`src/hdl/escaped_frame_decoder_crc8_core_assert.svh`:
```
// Assertion macros shared by the frame decoder RTL.
`ifndef ESCAPED_FRAME_DECODER_CRC8_CORE_ASSERT_SVH
`define ESCAPED_FRAME_DECODER_CRC8_CORE_ASSERT_SVH

// Same-cycle implication, clocked on clk, off during reset.
`define EFD_ASSERT_IMPL(lbl, ante, cons, msg) \
	lbl: assert property (@(posedge clk) disable iff (!arst_n) (ante) |-> (cons)) \
		else $error(msg);

// Next-cycle implication, clocked on clk, off during reset.
`define EFD_ASSERT_NEXT(lbl, ante, cons, msg) \
	lbl: assert property (@(posedge clk) disable iff (!arst_n) (ante) |=> (cons)) \
		else $error(msg);

`endif

```
`src/hdl/efd_pkg.sv`:
```
// Shared constants, register codes and the CRC-8 byte update of the frame decoder.
package efd_pkg;

	localparam int DEF_MAX_PAYLOAD = 32;

	localparam logic [7:0] HDR_BYTE = 8'hAA;
	localparam logic [7:0] FTR_BYTE = 8'h55;
	localparam logic [7:0] ESC_BYTE = 8'hDB;
	localparam logic [7:0] ESC_XOR  = 8'h20;
	localparam int         MIN_HELD = 2;

	localparam int CFG_W   = 8;
	localparam int CFG_A_W = 2;

	localparam logic [5:0] RST_MAX_PAYLOAD = 6'd32;
	localparam logic [7:0] RST_CRC_POLY    = 8'h07;
	localparam logic [7:0] RST_CRC_INIT    = 8'h00;

	typedef enum logic [CFG_A_W-1:0] {
		REG_MAX_PAYLOAD = 2'd0,
		REG_CRC_POLY    = 2'd1,
		REG_CRC_INIT    = 2'd2
	} reg_idx_t;

	// MSB-first CRC-8 over one byte, no final xor.
	function automatic logic [7:0] crc8_byte(input logic [7:0] crc, input logic [7:0] data,
		input logic [7:0] poly);
		logic [7:0] c;
		c = crc ^ data;
		for (int b = 0; b < 8; b++) begin
			c = c[7] ? ({c[6:0], 1'b0} ^ poly) : {c[6:0], 1'b0};
		end
		return c;
	endfunction

endpackage

```
`src/hdl/efd_ram.sv`:
```
// Generic simple dual-port RAM, one write port, one registered read port.
module efd_ram #(
	parameter int WIDTH = 8,
	parameter int DEPTH = 64,
	localparam int AW = $clog2(DEPTH)
) (
	input  logic             clk,
	input  logic             we,
	input  logic [AW-1:0]    waddr,
	input  logic [WIDTH-1:0] wdata,
	input  logic             re,
	input  logic [AW-1:0]    raddr,
	output logic [WIDTH-1:0] rdata
);

	logic [WIDTH-1:0] mem [DEPTH];

	always_ff @(posedge clk) begin
		if (we) begin
			mem[waddr] <= wdata;
		end
		if (re) begin
			rdata <= mem[raddr];
		end
	end

endmodule

```
`src/hdl/efd_cmdq.sv`:
```
// Two-entry queue of finished-frame commands between front and back.
module efd_cmdq #(
	parameter int W = 7
) (
	input  logic         clk,
	input  logic         arst_n,
	input  logic         push,
	input  logic [W-1:0] din,
	input  logic         pop,
	output logic         valid,
	output logic [W-1:0] dout
);

	logic [W-1:0] ent_q [2];
	logic         wp_q, rp_q;
	logic [1:0]   cnt_q;

	assign valid = (cnt_q != 2'd0);
	assign dout  = ent_q[rp_q];

	always_ff @(posedge clk or negedge arst_n) begin
		if (!arst_n) begin
			wp_q  <= 1'b0;
			rp_q  <= 1'b0;
			cnt_q <= 2'd0;
		end else begin
			if (push) begin
				wp_q <= ~wp_q;
			end
			if (pop) begin
				rp_q <= ~rp_q;
			end
			cnt_q <= cnt_q + {1'b0, push} - {1'b0, pop};
		end
	end

	always_ff @(posedge clk) begin
		if (push) begin
			ent_q[wp_q] <= din;
		end
	end

endmodule

```
`src/hdl/efd_front.sv`:
```
// Front end: byte intake, header/escape/footer parsing and frame store writes.
module efd_front #(
	parameter int MAX_PAYLOAD = efd_pkg::DEF_MAX_PAYLOAD,
	localparam int IDX_W = $clog2(MAX_PAYLOAD + 1),
	localparam int FILL_W = $clog2(MAX_PAYLOAD + 2)
) (
	input  logic             clk,
	input  logic             arst_n,
	input  logic             push,
	input  logic [7:0]       in_byte,
	output logic             full,
	input  logic [5:0]       max_payload,
	output logic             wr_en,
	output logic [IDX_W:0]   wr_addr,
	output logic [7:0]       wr_data,
	output logic             cmd_push,
	output logic             cmd_bank,
	output logic [IDX_W-1:0] cmd_plen,
	input  logic             frame_done
);

	`include "escaped_frame_decoder_crc8_core_assert.svh"

	typedef enum logic [2:0] {
		PH_SYNC    = 3'b001,
		PH_COLLECT = 3'b010,
		PH_ESCAPED = 3'b100
	} phase_t;

	localparam logic [5:0] MAX_CLIP = 6'(MAX_PAYLOAD);

	phase_t            phase_q, phase_d;
	logic [FILL_W-1:0] fill_q, fill_d;
	logic              bank_q;
	logic [1:0]        out_cnt_q;

	logic              acc;
	logic [5:0]        mp_clip;
	logic [6:0]        cap7, fill7, inc7;
	logic [FILL_W-1:0] fill_inc, plen_w;
	logic [7:0]        unesc;
	logic              esc_ok;

	assign full    = (out_cnt_q == 2'd2);
	assign acc     = push && !full;
	assign mp_clip = (max_payload > MAX_CLIP) ? MAX_CLIP : max_payload;
	assign cap7    = {1'b0, mp_clip} + 7'd1;
	assign fill7   = 7'(fill_q);
	assign inc7    = fill7 + 7'd1;
	// count wraps at 64 like a 6-bit counter
	assign fill_inc = FILL_W'(inc7[5:0]);
	assign unesc   = in_byte ^ efd_pkg::ESC_XOR;
	assign esc_ok  = (unesc == efd_pkg::HDR_BYTE) || (unesc == efd_pkg::FTR_BYTE) ||
		(unesc == efd_pkg::ESC_BYTE);

	assign wr_addr  = {bank_q, fill_q[IDX_W-1:0]};
	assign plen_w   = fill_q - FILL_W'(1);
	assign cmd_plen = plen_w[IDX_W-1:0];
	assign cmd_bank = bank_q;

	always_comb begin
		phase_d  = phase_q;
		fill_d   = fill_q;
		wr_en    = 1'b0;
		wr_data  = in_byte;
		cmd_push = 1'b0;
		if (acc) begin
			unique case (phase_q)
				PH_SYNC: begin
					if (in_byte == efd_pkg::HDR_BYTE) begin
						fill_d  = '0;
						phase_d = PH_COLLECT;
					end
				end
				PH_COLLECT: begin
					priority if (in_byte == efd_pkg::FTR_BYTE) begin
						// CRC verdict is left to the back end
						cmd_push = (fill7 >= 7'(efd_pkg::MIN_HELD));
						fill_d   = '0;
						phase_d  = PH_SYNC;
					end else if (in_byte == efd_pkg::ESC_BYTE) begin
						phase_d = PH_ESCAPED;
					end else if (in_byte == efd_pkg::HDR_BYTE || fill7 == cap7) begin
						fill_d  = '0;
						phase_d = (in_byte == efd_pkg::HDR_BYTE) ? PH_COLLECT : PH_SYNC;
					end else if (fill7 < cap7) begin
						wr_en  = 1'b1;
						fill_d = fill_inc;
					end else begin
						fill_d  = '0;
						phase_d = PH_SYNC;
					end
				end
				PH_ESCAPED: begin
					priority if (!esc_ok) begin
						// bad escape: byte is rescanned as if in sync
						fill_d  = '0;
						phase_d = (in_byte == efd_pkg::HDR_BYTE) ? PH_COLLECT : PH_SYNC;
					end else if (fill7 < cap7) begin
						wr_en   = 1'b1;
						wr_data = unesc;
						fill_d  = fill_inc;
						phase_d = PH_COLLECT;
					end else begin
						fill_d  = '0;
						phase_d = PH_SYNC;
					end
				end
				default: begin
					fill_d  = '0;
					phase_d = PH_SYNC;
				end
			endcase
		end
	end

	always_ff @(posedge clk or negedge arst_n) begin
		if (!arst_n) begin
			phase_q   <= PH_SYNC;
			fill_q    <= '0;
			bank_q    <= 1'b0;
			out_cnt_q <= 2'd0;
		end else begin
			phase_q   <= phase_d;
			fill_q    <= fill_d;
			if (cmd_push) begin
				bank_q <= ~bank_q;
			end
			out_cnt_q <= out_cnt_q + {1'b0, cmd_push} - {1'b0, frame_done};
		end
	end

	`EFD_ASSERT_IMPL(a_out_cnt_range, 1'b1, out_cnt_q != 2'd3, "frame handoff count overran")
	`EFD_ASSERT_IMPL(a_done_owned, frame_done, out_cnt_q != 2'd0, "frame done with none outstanding")
	`EFD_ASSERT_IMPL(a_wr_in_store, wr_en, fill7 <= 7'(MAX_PAYLOAD), "store write past capacity")

endmodule

```
`src/hdl/efd_back.sv`:
```
// Back end: CRC check over a held frame, then payload readout into the result queue.
module efd_back #(
	parameter int MAX_PAYLOAD = efd_pkg::DEF_MAX_PAYLOAD,
	localparam int IDX_W = $clog2(MAX_PAYLOAD + 1)
) (
	input  logic             clk,
	input  logic             arst_n,
	input  logic [7:0]       crc_poly,
	input  logic [7:0]       crc_init,
	input  logic             cmd_valid,
	input  logic             cmd_bank,
	input  logic [IDX_W-1:0] cmd_plen,
	output logic             cmd_pop,
	output logic             rd_en,
	output logic [IDX_W:0]   rd_addr,
	input  logic [7:0]       rd_data,
	output logic             frame_done,
	output logic             empty,
	input  logic             pop,
	output logic [7:0]       payload_byte,
	output logic [4:0]       byte_index,
	output logic             last
);

	`include "escaped_frame_decoder_crc8_core_assert.svh"

	typedef enum logic [2:0] {
		BK_IDLE  = 3'b001,
		BK_CHECK = 3'b010,
		BK_EMIT  = 3'b100
	} bk_state_t;

	typedef struct packed {
		logic [7:0] data;
		logic [4:0] idx;
		logic       last;
	} out_t;

	bk_state_t        state_q, state_d;
	logic             bank_q, bank_d;
	logic [IDX_W-1:0] plen_q, plen_d;
	logic [IDX_W:0]   rd_idx_q, rd_idx_d;
	logic [7:0]       crc_q, crc_d;
	logic             rd_v_s1;
	logic [IDX_W-1:0] rd_idx_s1;

	out_t             ent_q [2];
	logic             wp_q, rp_q;
	logic [1:0]       occ_q;
	logic             fifo_push, fifo_pop;
	out_t             fifo_in;

	logic [IDX_W:0]   plen_ext;
	logic [IDX_W-1:0] plen_m1;

	assign plen_ext = {1'b0, plen_q};
	assign plen_m1  = plen_q - IDX_W'(1);
	assign rd_addr  = {bank_q, rd_idx_q[IDX_W-1:0]};

	assign fifo_in.data = rd_data;
	assign fifo_in.idx  = 5'(rd_idx_s1);
	assign fifo_in.last = (rd_idx_s1 == plen_m1);

	always_comb begin
		state_d    = state_q;
		bank_d     = bank_q;
		plen_d     = plen_q;
		crc_d      = crc_q;
		cmd_pop    = 1'b0;
		frame_done = 1'b0;
		fifo_push  = 1'b0;
		rd_en      = 1'b0;
		unique case (state_q)
			BK_CHECK: rd_en = (rd_idx_q <= plen_ext);
			// keep in-flight reads within the two free result slots
			BK_EMIT:  rd_en = (rd_idx_q < plen_ext) && ((occ_q + {1'b0, rd_v_s1}) < 2'd2);
			default:  rd_en = 1'b0;
		endcase
		rd_idx_d = rd_idx_q + {{IDX_W{1'b0}}, rd_en};
		unique case (state_q)
			BK_IDLE: begin
				if (cmd_valid) begin
					cmd_pop  = 1'b1;
					bank_d   = cmd_bank;
					plen_d   = cmd_plen;
					crc_d    = crc_init;
					rd_idx_d = '0;
					state_d  = BK_CHECK;
				end
			end
			BK_CHECK: begin
				if (rd_v_s1) begin
					priority if (rd_idx_s1 != plen_q) begin
						crc_d = efd_pkg::crc8_byte(crc_q, rd_data, crc_poly);
					end else if (crc_q == rd_data) begin
						rd_idx_d = '0;
						state_d  = BK_EMIT;
					end else begin
						frame_done = 1'b1;
						state_d    = BK_IDLE;
					end
				end
			end
			BK_EMIT: begin
				if (rd_v_s1) begin
					fifo_push = 1'b1;
					if (fifo_in.last) begin
						frame_done = 1'b1;
						state_d    = BK_IDLE;
					end
				end
			end
			default: begin
				state_d = BK_IDLE;
			end
		endcase
	end

	assign empty        = (occ_q == 2'd0);
	assign fifo_pop     = pop && !empty;
	assign payload_byte = ent_q[rp_q].data;
	assign byte_index   = ent_q[rp_q].idx;
	assign last         = ent_q[rp_q].last;

	always_ff @(posedge clk or negedge arst_n) begin
		if (!arst_n) begin
			state_q  <= BK_IDLE;
			rd_v_s1  <= 1'b0;
			rd_idx_q <= '0;
			wp_q     <= 1'b0;
			rp_q     <= 1'b0;
			occ_q    <= 2'd0;
		end else begin
			state_q  <= state_d;
			rd_v_s1  <= rd_en;
			rd_idx_q <= rd_idx_d;
			if (fifo_push) begin
				wp_q <= ~wp_q;
			end
			if (fifo_pop) begin
				rp_q <= ~rp_q;
			end
			occ_q <= occ_q + {1'b0, fifo_push} - {1'b0, fifo_pop};
		end
	end

	always_ff @(posedge clk) begin
		bank_q    <= bank_d;
		plen_q    <= plen_d;
		crc_q     <= crc_d;
		rd_idx_s1 <= rd_idx_q[IDX_W-1:0];
		if (fifo_push) begin
			ent_q[wp_q] <= fifo_in;
		end
	end

	`EFD_ASSERT_IMPL(a_res_room, fifo_push, occ_q != 2'd2, "result queue overflow")
	`EFD_ASSERT_IMPL(a_rd_busy, rd_v_s1, state_q != BK_IDLE, "read data returned while idle")
	`EFD_ASSERT_NEXT(a_done_idle, frame_done, state_q == BK_IDLE, "frame done without going idle")

endmodule

```
`src/hdl/escaped_frame_decoder_crc8_core.sv`:
```
// Top level of the byte-stuffed frame decoder with CRC-8 check.
//
//   channel   | ports                                   | transaction when
//   ----------+-----------------------------------------+------------------------
//   input     | push, full, in_byte                     | push && !full
//   result    | empty, pop, payload_byte, byte_index,   | pop && !empty
//             | last                                    |
//   config    | cfg_we, cfg_addr, cfg_data              | cfg_we
//
// Flow: one raw byte per cycle into the front; full is high while both store
// banks are owned by the back. Per frame the back pops a command, reads the stored
// bytes for the CRC check, then rereads the payload while result slots are free.
// Reset: arst_n clears all control state; the frame store is not cleared, only
// bytes written in the current frame are read back.
// Stalls: a held result stalls only the back end; full rises once two frames wait.
module escaped_frame_decoder_crc8_core #(
	parameter int MAX_PAYLOAD = efd_pkg::DEF_MAX_PAYLOAD
) (
	input  logic                        clk,
	input  logic                        arst_n,
	// raw link bytes
	input  logic                        push,
	input  logic [7:0]                  in_byte,
	output logic                        full,
	// decoded payload
	output logic                        empty,
	input  logic                        pop,
	output logic [7:0]                  payload_byte,
	output logic [4:0]                  byte_index,
	output logic                        last,
	// register writes
	input  logic                        cfg_we,
	input  logic [efd_pkg::CFG_A_W-1:0] cfg_addr,
	input  logic [efd_pkg::CFG_W-1:0]   cfg_data
);

	localparam int IDX_W     = $clog2(MAX_PAYLOAD + 1);
	// two banks: front fills one while the back works the other
	localparam int RAM_DEPTH = 2 ** (IDX_W + 1);

	// config registers
	logic [5:0] max_payload_q;
	logic [7:0] crc_poly_q;
	logic [7:0] crc_init_q;

	always_ff @(posedge clk or negedge arst_n) begin
		if (!arst_n) begin
			max_payload_q <= efd_pkg::RST_MAX_PAYLOAD;
			crc_poly_q    <= efd_pkg::RST_CRC_POLY;
			crc_init_q    <= efd_pkg::RST_CRC_INIT;
		end else if (cfg_we) begin
			unique case (efd_pkg::reg_idx_t'(cfg_addr))
				efd_pkg::REG_MAX_PAYLOAD: max_payload_q <= cfg_data[5:0];
				efd_pkg::REG_CRC_POLY:    crc_poly_q    <= cfg_data;
				efd_pkg::REG_CRC_INIT:    crc_init_q    <= cfg_data;
				default: ; // unmapped index, write ignored
			endcase
		end
	end

	// store write side (front) and read side (back)
	logic             wr_en;
	logic [IDX_W:0]   wr_addr;
	logic [7:0]       wr_data;
	logic             rd_en;
	logic [IDX_W:0]   rd_addr;
	logic [7:0]       rd_data;

	// finished-frame commands: bank and payload length
	logic             cmd_push, cmd_bank, cmd_pop, cmd_valid;
	logic [IDX_W-1:0] cmd_plen;
	logic [IDX_W:0]   cmd_out;
	logic             frame_done;

	efd_front #(
		.MAX_PAYLOAD(MAX_PAYLOAD)
	) u_front (
		.clk        (clk),
		.arst_n     (arst_n),
		.push       (push),
		.in_byte    (in_byte),
		.full       (full),
		.max_payload(max_payload_q),
		.wr_en      (wr_en),
		.wr_addr    (wr_addr),
		.wr_data    (wr_data),
		.cmd_push   (cmd_push),
		.cmd_bank   (cmd_bank),
		.cmd_plen   (cmd_plen),
		.frame_done (frame_done)
	);

	efd_cmdq #(
		.W(IDX_W + 1)
	) u_cmdq (
		.clk   (clk),
		.arst_n(arst_n),
		.push  (cmd_push),
		.din   ({cmd_bank, cmd_plen}),
		.pop   (cmd_pop),
		.valid (cmd_valid),
		.dout  (cmd_out)
	);

	efd_ram #(
		.WIDTH(8),
		.DEPTH(RAM_DEPTH)
	) u_store (
		.clk  (clk),
		.we   (wr_en),
		.waddr(wr_addr),
		.wdata(wr_data),
		.re   (rd_en),
		.raddr(rd_addr),
		.rdata(rd_data)
	);

	efd_back #(
		.MAX_PAYLOAD(MAX_PAYLOAD)
	) u_back (
		.clk         (clk),
		.arst_n      (arst_n),
		.crc_poly    (crc_poly_q),
		.crc_init    (crc_init_q),
		.cmd_valid   (cmd_valid),
		.cmd_bank    (cmd_out[IDX_W]),
		.cmd_plen    (cmd_out[IDX_W-1:0]),
		.cmd_pop     (cmd_pop),
		.rd_en       (rd_en),
		.rd_addr     (rd_addr),
		.rd_data     (rd_data),
		.frame_done  (frame_done),
		.empty       (empty),
		.pop         (pop),
		.payload_byte(payload_byte),
		.byte_index  (byte_index),
		.last        (last)
	);

endmodule
```
`config.mk`:
```
export PLATFORM = sky130hd
export DESIGN_NAME = escaped_frame_decoder_crc8_core
export DESIGN_NICKNAME = d
export VERILOG_FILES = /design/src/hdl/efd_pkg.sv /design/src/hdl/efd_ram.sv /design/src/hdl/efd_cmdq.sv /design/src/hdl/efd_front.sv /design/src/hdl/efd_back.sv /design/src/hdl/escaped_frame_decoder_crc8_core.sv
export VERILOG_INCLUDE_DIRS = /design/src /design/src/hdl
export SDC_FILE = /design/constraint.sdc
export NUM_CORES = 1
export LEC_CHECK = 0
export ABC_AREA = 0
export BUFFER_PORTS_ARGS = -buffer_cell sky130_fd_sc_hd__clkbuf_2
export CELL_PAD_IN_SITES_DETAIL_PLACEMENT = 1
export CELL_PAD_IN_SITES_GLOBAL_PLACEMENT = 2
export CORE_UTILIZATION = 45
export DETAILED_ROUTE_END_ITERATION = 10
export GPL_TIMING_DRIVEN = 1
export PLACE_DENSITY_LB_ADDON = 0.1
export SYNTH_ARGS = -nofsm -noshare
export SYNTH_HDL_FRONTEND = slang
export SYNTH_SLANG_ARGS = --single-unit
```
`constraint.sdc`:
```
create_clock -name clk -period 15 [get_ports clk]
set_input_delay 3.75 -clock clk [delete_from_list [all_inputs] [get_ports clk]]
set_output_delay 3.75 -clock clk [all_outputs]
set_load 0.02 [all_outputs]
```
==> flow_summary.json <==
{
  "postSynthAreaPerCell_um2": 20.5,
  "grt_pass1_vias": 23400,
  "ir_worst_vdd_mv": 0.193,
  "slew_violations": 0,
  "busiest_layer": "met2",
  "drive_gt1_share_pct": 28.0,
  "rsz0062_at_grt": "false",
  "cts_buffer_depth": 3,
  "synth_area_mm2": 0.0465,
  "final_nets": 2382,
  "status": "complete, no violations",
  "start_kind": "primary input",
  "ant_nets": 0,
  "placed_cell_area_mm2": 0.0482,
  "fin_ws_ns": 7.71,
  "die_height_um": 323,
  "hold_viol_final": 0,
  "cp_max_fo": 66,
  "r2r_setup_slack_ns": 9.76,
  "cts_root_buffer": "clkbuf_16",
  "cp.arrival_ns": 7.61,
  "gp_congestion": 0.828,
  "slowest_delay_ns": 0.74,
  "synth.distinct_cells": 76,
  "core_area_mm2": 0.102,
  "async_reset_ff_share_pct": 4.62,
  "synthCells": 2265,
  "start_util_pct": 45.5,
  "hold_path_class": "flop to flop",
  "cts_tree": "done",
  "fp-row-count": 117,
  "tns_ns": 0,
  "antenna_found_initial": 4,
  "cts_setup_buffers": 0,
  "post-place-ws_ns": 6.90,
  "worstMarginPinSlew_ns": 1.06,
  "ys.flop_type": "edfxtp_1",
  "yosysWarnings": 0,
  "routed_wirelength_um": 122000,
  "crit_type": "primary input to flop",
  "synth_edf_count": 1089,
  "drc": 0,
  "path_buf_inv": 1,
  "cts-hold-fix-buffers": 0,
  "cts_num_sinks": 1148,
  "h-tree-depth": 3,
  "post-route-min-period_ns": 7.29,
  "crit_slowest_cell": "or2_2",
  "layout.cells.non_filler": 3805,
  "power.total_uw": 9290,
  "crit_top_cell": "nand2_1",
  "cts_buffers": 116,
  "worstHoldEndpoint": "u_front.out_cnt_q[1]",
  "grt_pass1_wl_um": 176000,
  "synth_seq_cells": 1148,
  "timing.rr.end": "u_store.rdata[0]",
  "final_cell_area_mm2": 0.0521,
  "maxSlewHeadroom_pct": 29.5,
  "fmax_ghz": 0.137,
  "drtIter0Drc": 2275,
  "setup_viol": 0,
  "end_kind": "flop",
  "grtUsageMet1_pct": 34.8,
  "grt_usage_pct": 23.9,
  "power.leakage_uw": 0.0161,
  "reg2reg_depth": 6,
  "drtPass1Iterations": 5,
  "grt_max_degree": 166,
  "die-area_mm2": 0.105,
  "use_met2_pct": 38.6,
  "min_path_cells": 1,
  "reg2reg_from": "u_back.rd_idx_q[0]",
  "area_growth_pct": 12.1,
  "worst_clock_skew_ns": 0.0152,
  "viasPerCell": 5.94,
  "clock_latency_ns": 0.70,
  "crit_chain": "buf_4 > or4b_2 > nor3_1 > or3b_2 > nor2_1 > nand2_1 > nand2_1 > nand2_1 > or2_2 > nor2_1",
  "wire_per_inst_um": 32.2,
  "die_w_um": 323,
  "syn_nets": 2313,
  "portBuffers": 38,
  "clkTransAtPathRegs_ns": 0.06,
  "synth-seq-area-share_pct": 73.5,
  "crit_required_ns": 15.32,
  "pin_count": 39,
  "crit_family": "simple AND/OR/NAND/NOR gates",
  "grt-ovfl-total": 0,
  "cts_resized": 0,
  "min_period_over_period_pct": 48.6,
  "placed_cells": 3584,
  "grtUsageMet3_pct": 3.26,
  "power_per_cell_area_mw_per_mm2": 178,
  "cap_violations": 0,
  "worstHoldStart": "u_front.out_cnt_q[1]",
  "dp_hpwl_um": 77900,
  "vias": 22600
}
## where the power goes
part           internal, uW  total (uW)  switching (uW)
registers              3610        3730             125
logic                  1190        2620            1430
clock network          1710        2940            1230
total                  6500        9290            2790
## metrics by stage
stage / util (%) / hold WS [ns]
finish: 51.1 / 0.469
global route: 51.1 / 0.504
CTS: 51.1 / 0.471
detailed placement: 47.2 / 0.462
global placement: 47.2 / 0.457
floorplan: - / 0.369
## cells in the final DEF, fill, tap and decap left out, types with 8 or more instances in the layout
cell type | synthesis | routed
a21oi_1 | 17 | 17
and3_1 | 8 | 8
buf_4 | 2 | 34
bufinv_16 | 0 | 14
clkbuf_1 | 69 | 17
clkbuf_16 | 0 | 119
clkbuf_2 | 0 | 31
clkinv_1 | 0 | 18
clkinv_2 | 0 | 27
clkinvlp_4 | 0 | 12
dfrtp_1 | 47 | 43
edfxtp_1 | 1089 | 1089
ha_1 | 25 | 25
inv_1 | 24 | 24
mux2_2 | 51 | 51
mux4_2 | 336 | 336
nand2_1 | 85 | 85
nand2b_1 | 9 | 9
nand3_1 | 34 | 33
nand4_1 | 9 | 9
nor2_1 | 165 | 165
nor2b_1 | 18 | 18
nor3_1 | 14 | 14
o21ai_0 | 22 | 22
o21ai_1 | 10 | 10
or2_2 | 9 | 9
xnor2_1 | 61 | 61
xor2_1 | 20 | 19
## area by class of cell
| class | instances | area (um^2) |
|---|---|---|
| diodes | 1 | 2.50 |
| clock inverters | 81 | 820 |
| clock buffers | 139 | 3080 |
| repair buffers | 67 | 450 |
| inverters | 24 | 90.1 |
| multi-input cells | 977 | 11800 |
| fillers | 9094 | 49900 |
| well taps | 1368 | 1710 |
| flip-flops and latches | 1148 | 34200 |
## worst max-delay path by stage
stage / from / endpoint / slack (ns) / cells past startpoint
finish: in_byte[1] / u_store.mem[107][0] / 7.71 / 10
global route: in_byte[1] / u_store.mem[13][2] / 7.49 / 10
CTS: in_byte[1] / u_store.mem[113][5] / 7.68 / 10
detailed placement: in_byte[1] / u_store.mem[113][1] / 6.90 / 10
global placement: in_byte[1] / u_store.mem[85][1] / 7.05 / 10
floorplan: in_byte[1] / u_store.mem[0][5] / 5.79 / 7
## Yosys cell counts, types with 3 or more instances
| master | instances | share of area (%) |
|---|---|---|
| nand3b_1 | 3 | 0.048 |
| a211o_1 | 3 | 0.057 |
| o21ai_1 | 10 | 0.11 |
| dfxtp_1 | 6 | 0.26 |
| nand4_1 | 9 | 0.12 |
| xnor3_1 | 3 | 0.15 |
| inv_1 | 24 | 0.19 |
| nor2b_1 | 18 | 0.24 |
| and3_1 | 8 | 0.11 |
| buf_2 | 3 | 0.032 |
| mux2_2 | 51 | 1.2 |
| dfrtp_1 | 47 | 2.5 |
| xnor2_2 | 4 | 0.14 |
| nor4_1 | 4 | 0.054 |
| nor3_1 | 14 | 0.15 |
| edfxtp_1 | 1089 | 70 |
| nor3b_1 | 6 | 0.097 |
| xor2_2 | 3 | 0.11 |
| nand2_1 | 85 | 0.69 |
| nor2_1 | 165 | 1.3 |
| or2_2 | 9 | 0.12 |
| ha_1 | 25 | 0.67 |
| nand3_1 | 34 | 0.37 |
| dfstp_2 | 6 | 0.34 |
| nand2b_1 | 9 | 0.12 |
| clkbuf_1 | 69 | 0.56 |
| o21ai_0 | 22 | 0.24 |
| a21oi_1 | 17 | 0.18 |
| a31oi_1 | 4 | 0.054 |
| buf_1 | 39 | 0.32 |
| xor2_1 | 20 | 0.38 |
| or3_1 | 5 | 0.067 |
| mux4_2 | 336 | 16 |
| xnor2_1 | 61 | 1.1 |
## cell families after synthesis
logic type                 share of synthesized area [%]
AOI/OAI and AO/OA                                   1.24
adders and majority gates                          0.673
muxes                                               17.5
and+or+nand+nor                                     3.87
xor gates and xnor gates                            1.98
buffers and inverters                               1.19
DFF                                                 73.5
## state kept, by name, summed over array words and instances, names as in the netlist, 2 cells and up
signal	cells
u_cmdq.ent_q	14
u_front.phase_q	3
u_store.rdata	8
crc_init_q	8
max_payload_q	6
u_back.rd_idx_q	7
crc_poly_q	8
u_back.crc_q	8
u_store.mem	1024
u_back.state_q	3
u_back.ent_q	28
u_back.plen_q	6
u_cmdq.cnt_q	2
u_front.out_cnt_q	2
u_back.rd_idx_s1	6
u_front.fill_q	6
u_back.occ_q	2
## metal layers
metal,vias up,part of all wire [%]
met5,-,0.011
met4,2,1.6
met3,149,5.9
met2,810,49
met1,12300,44
li1,9392,-
Power figures use the tool's default switching activity.
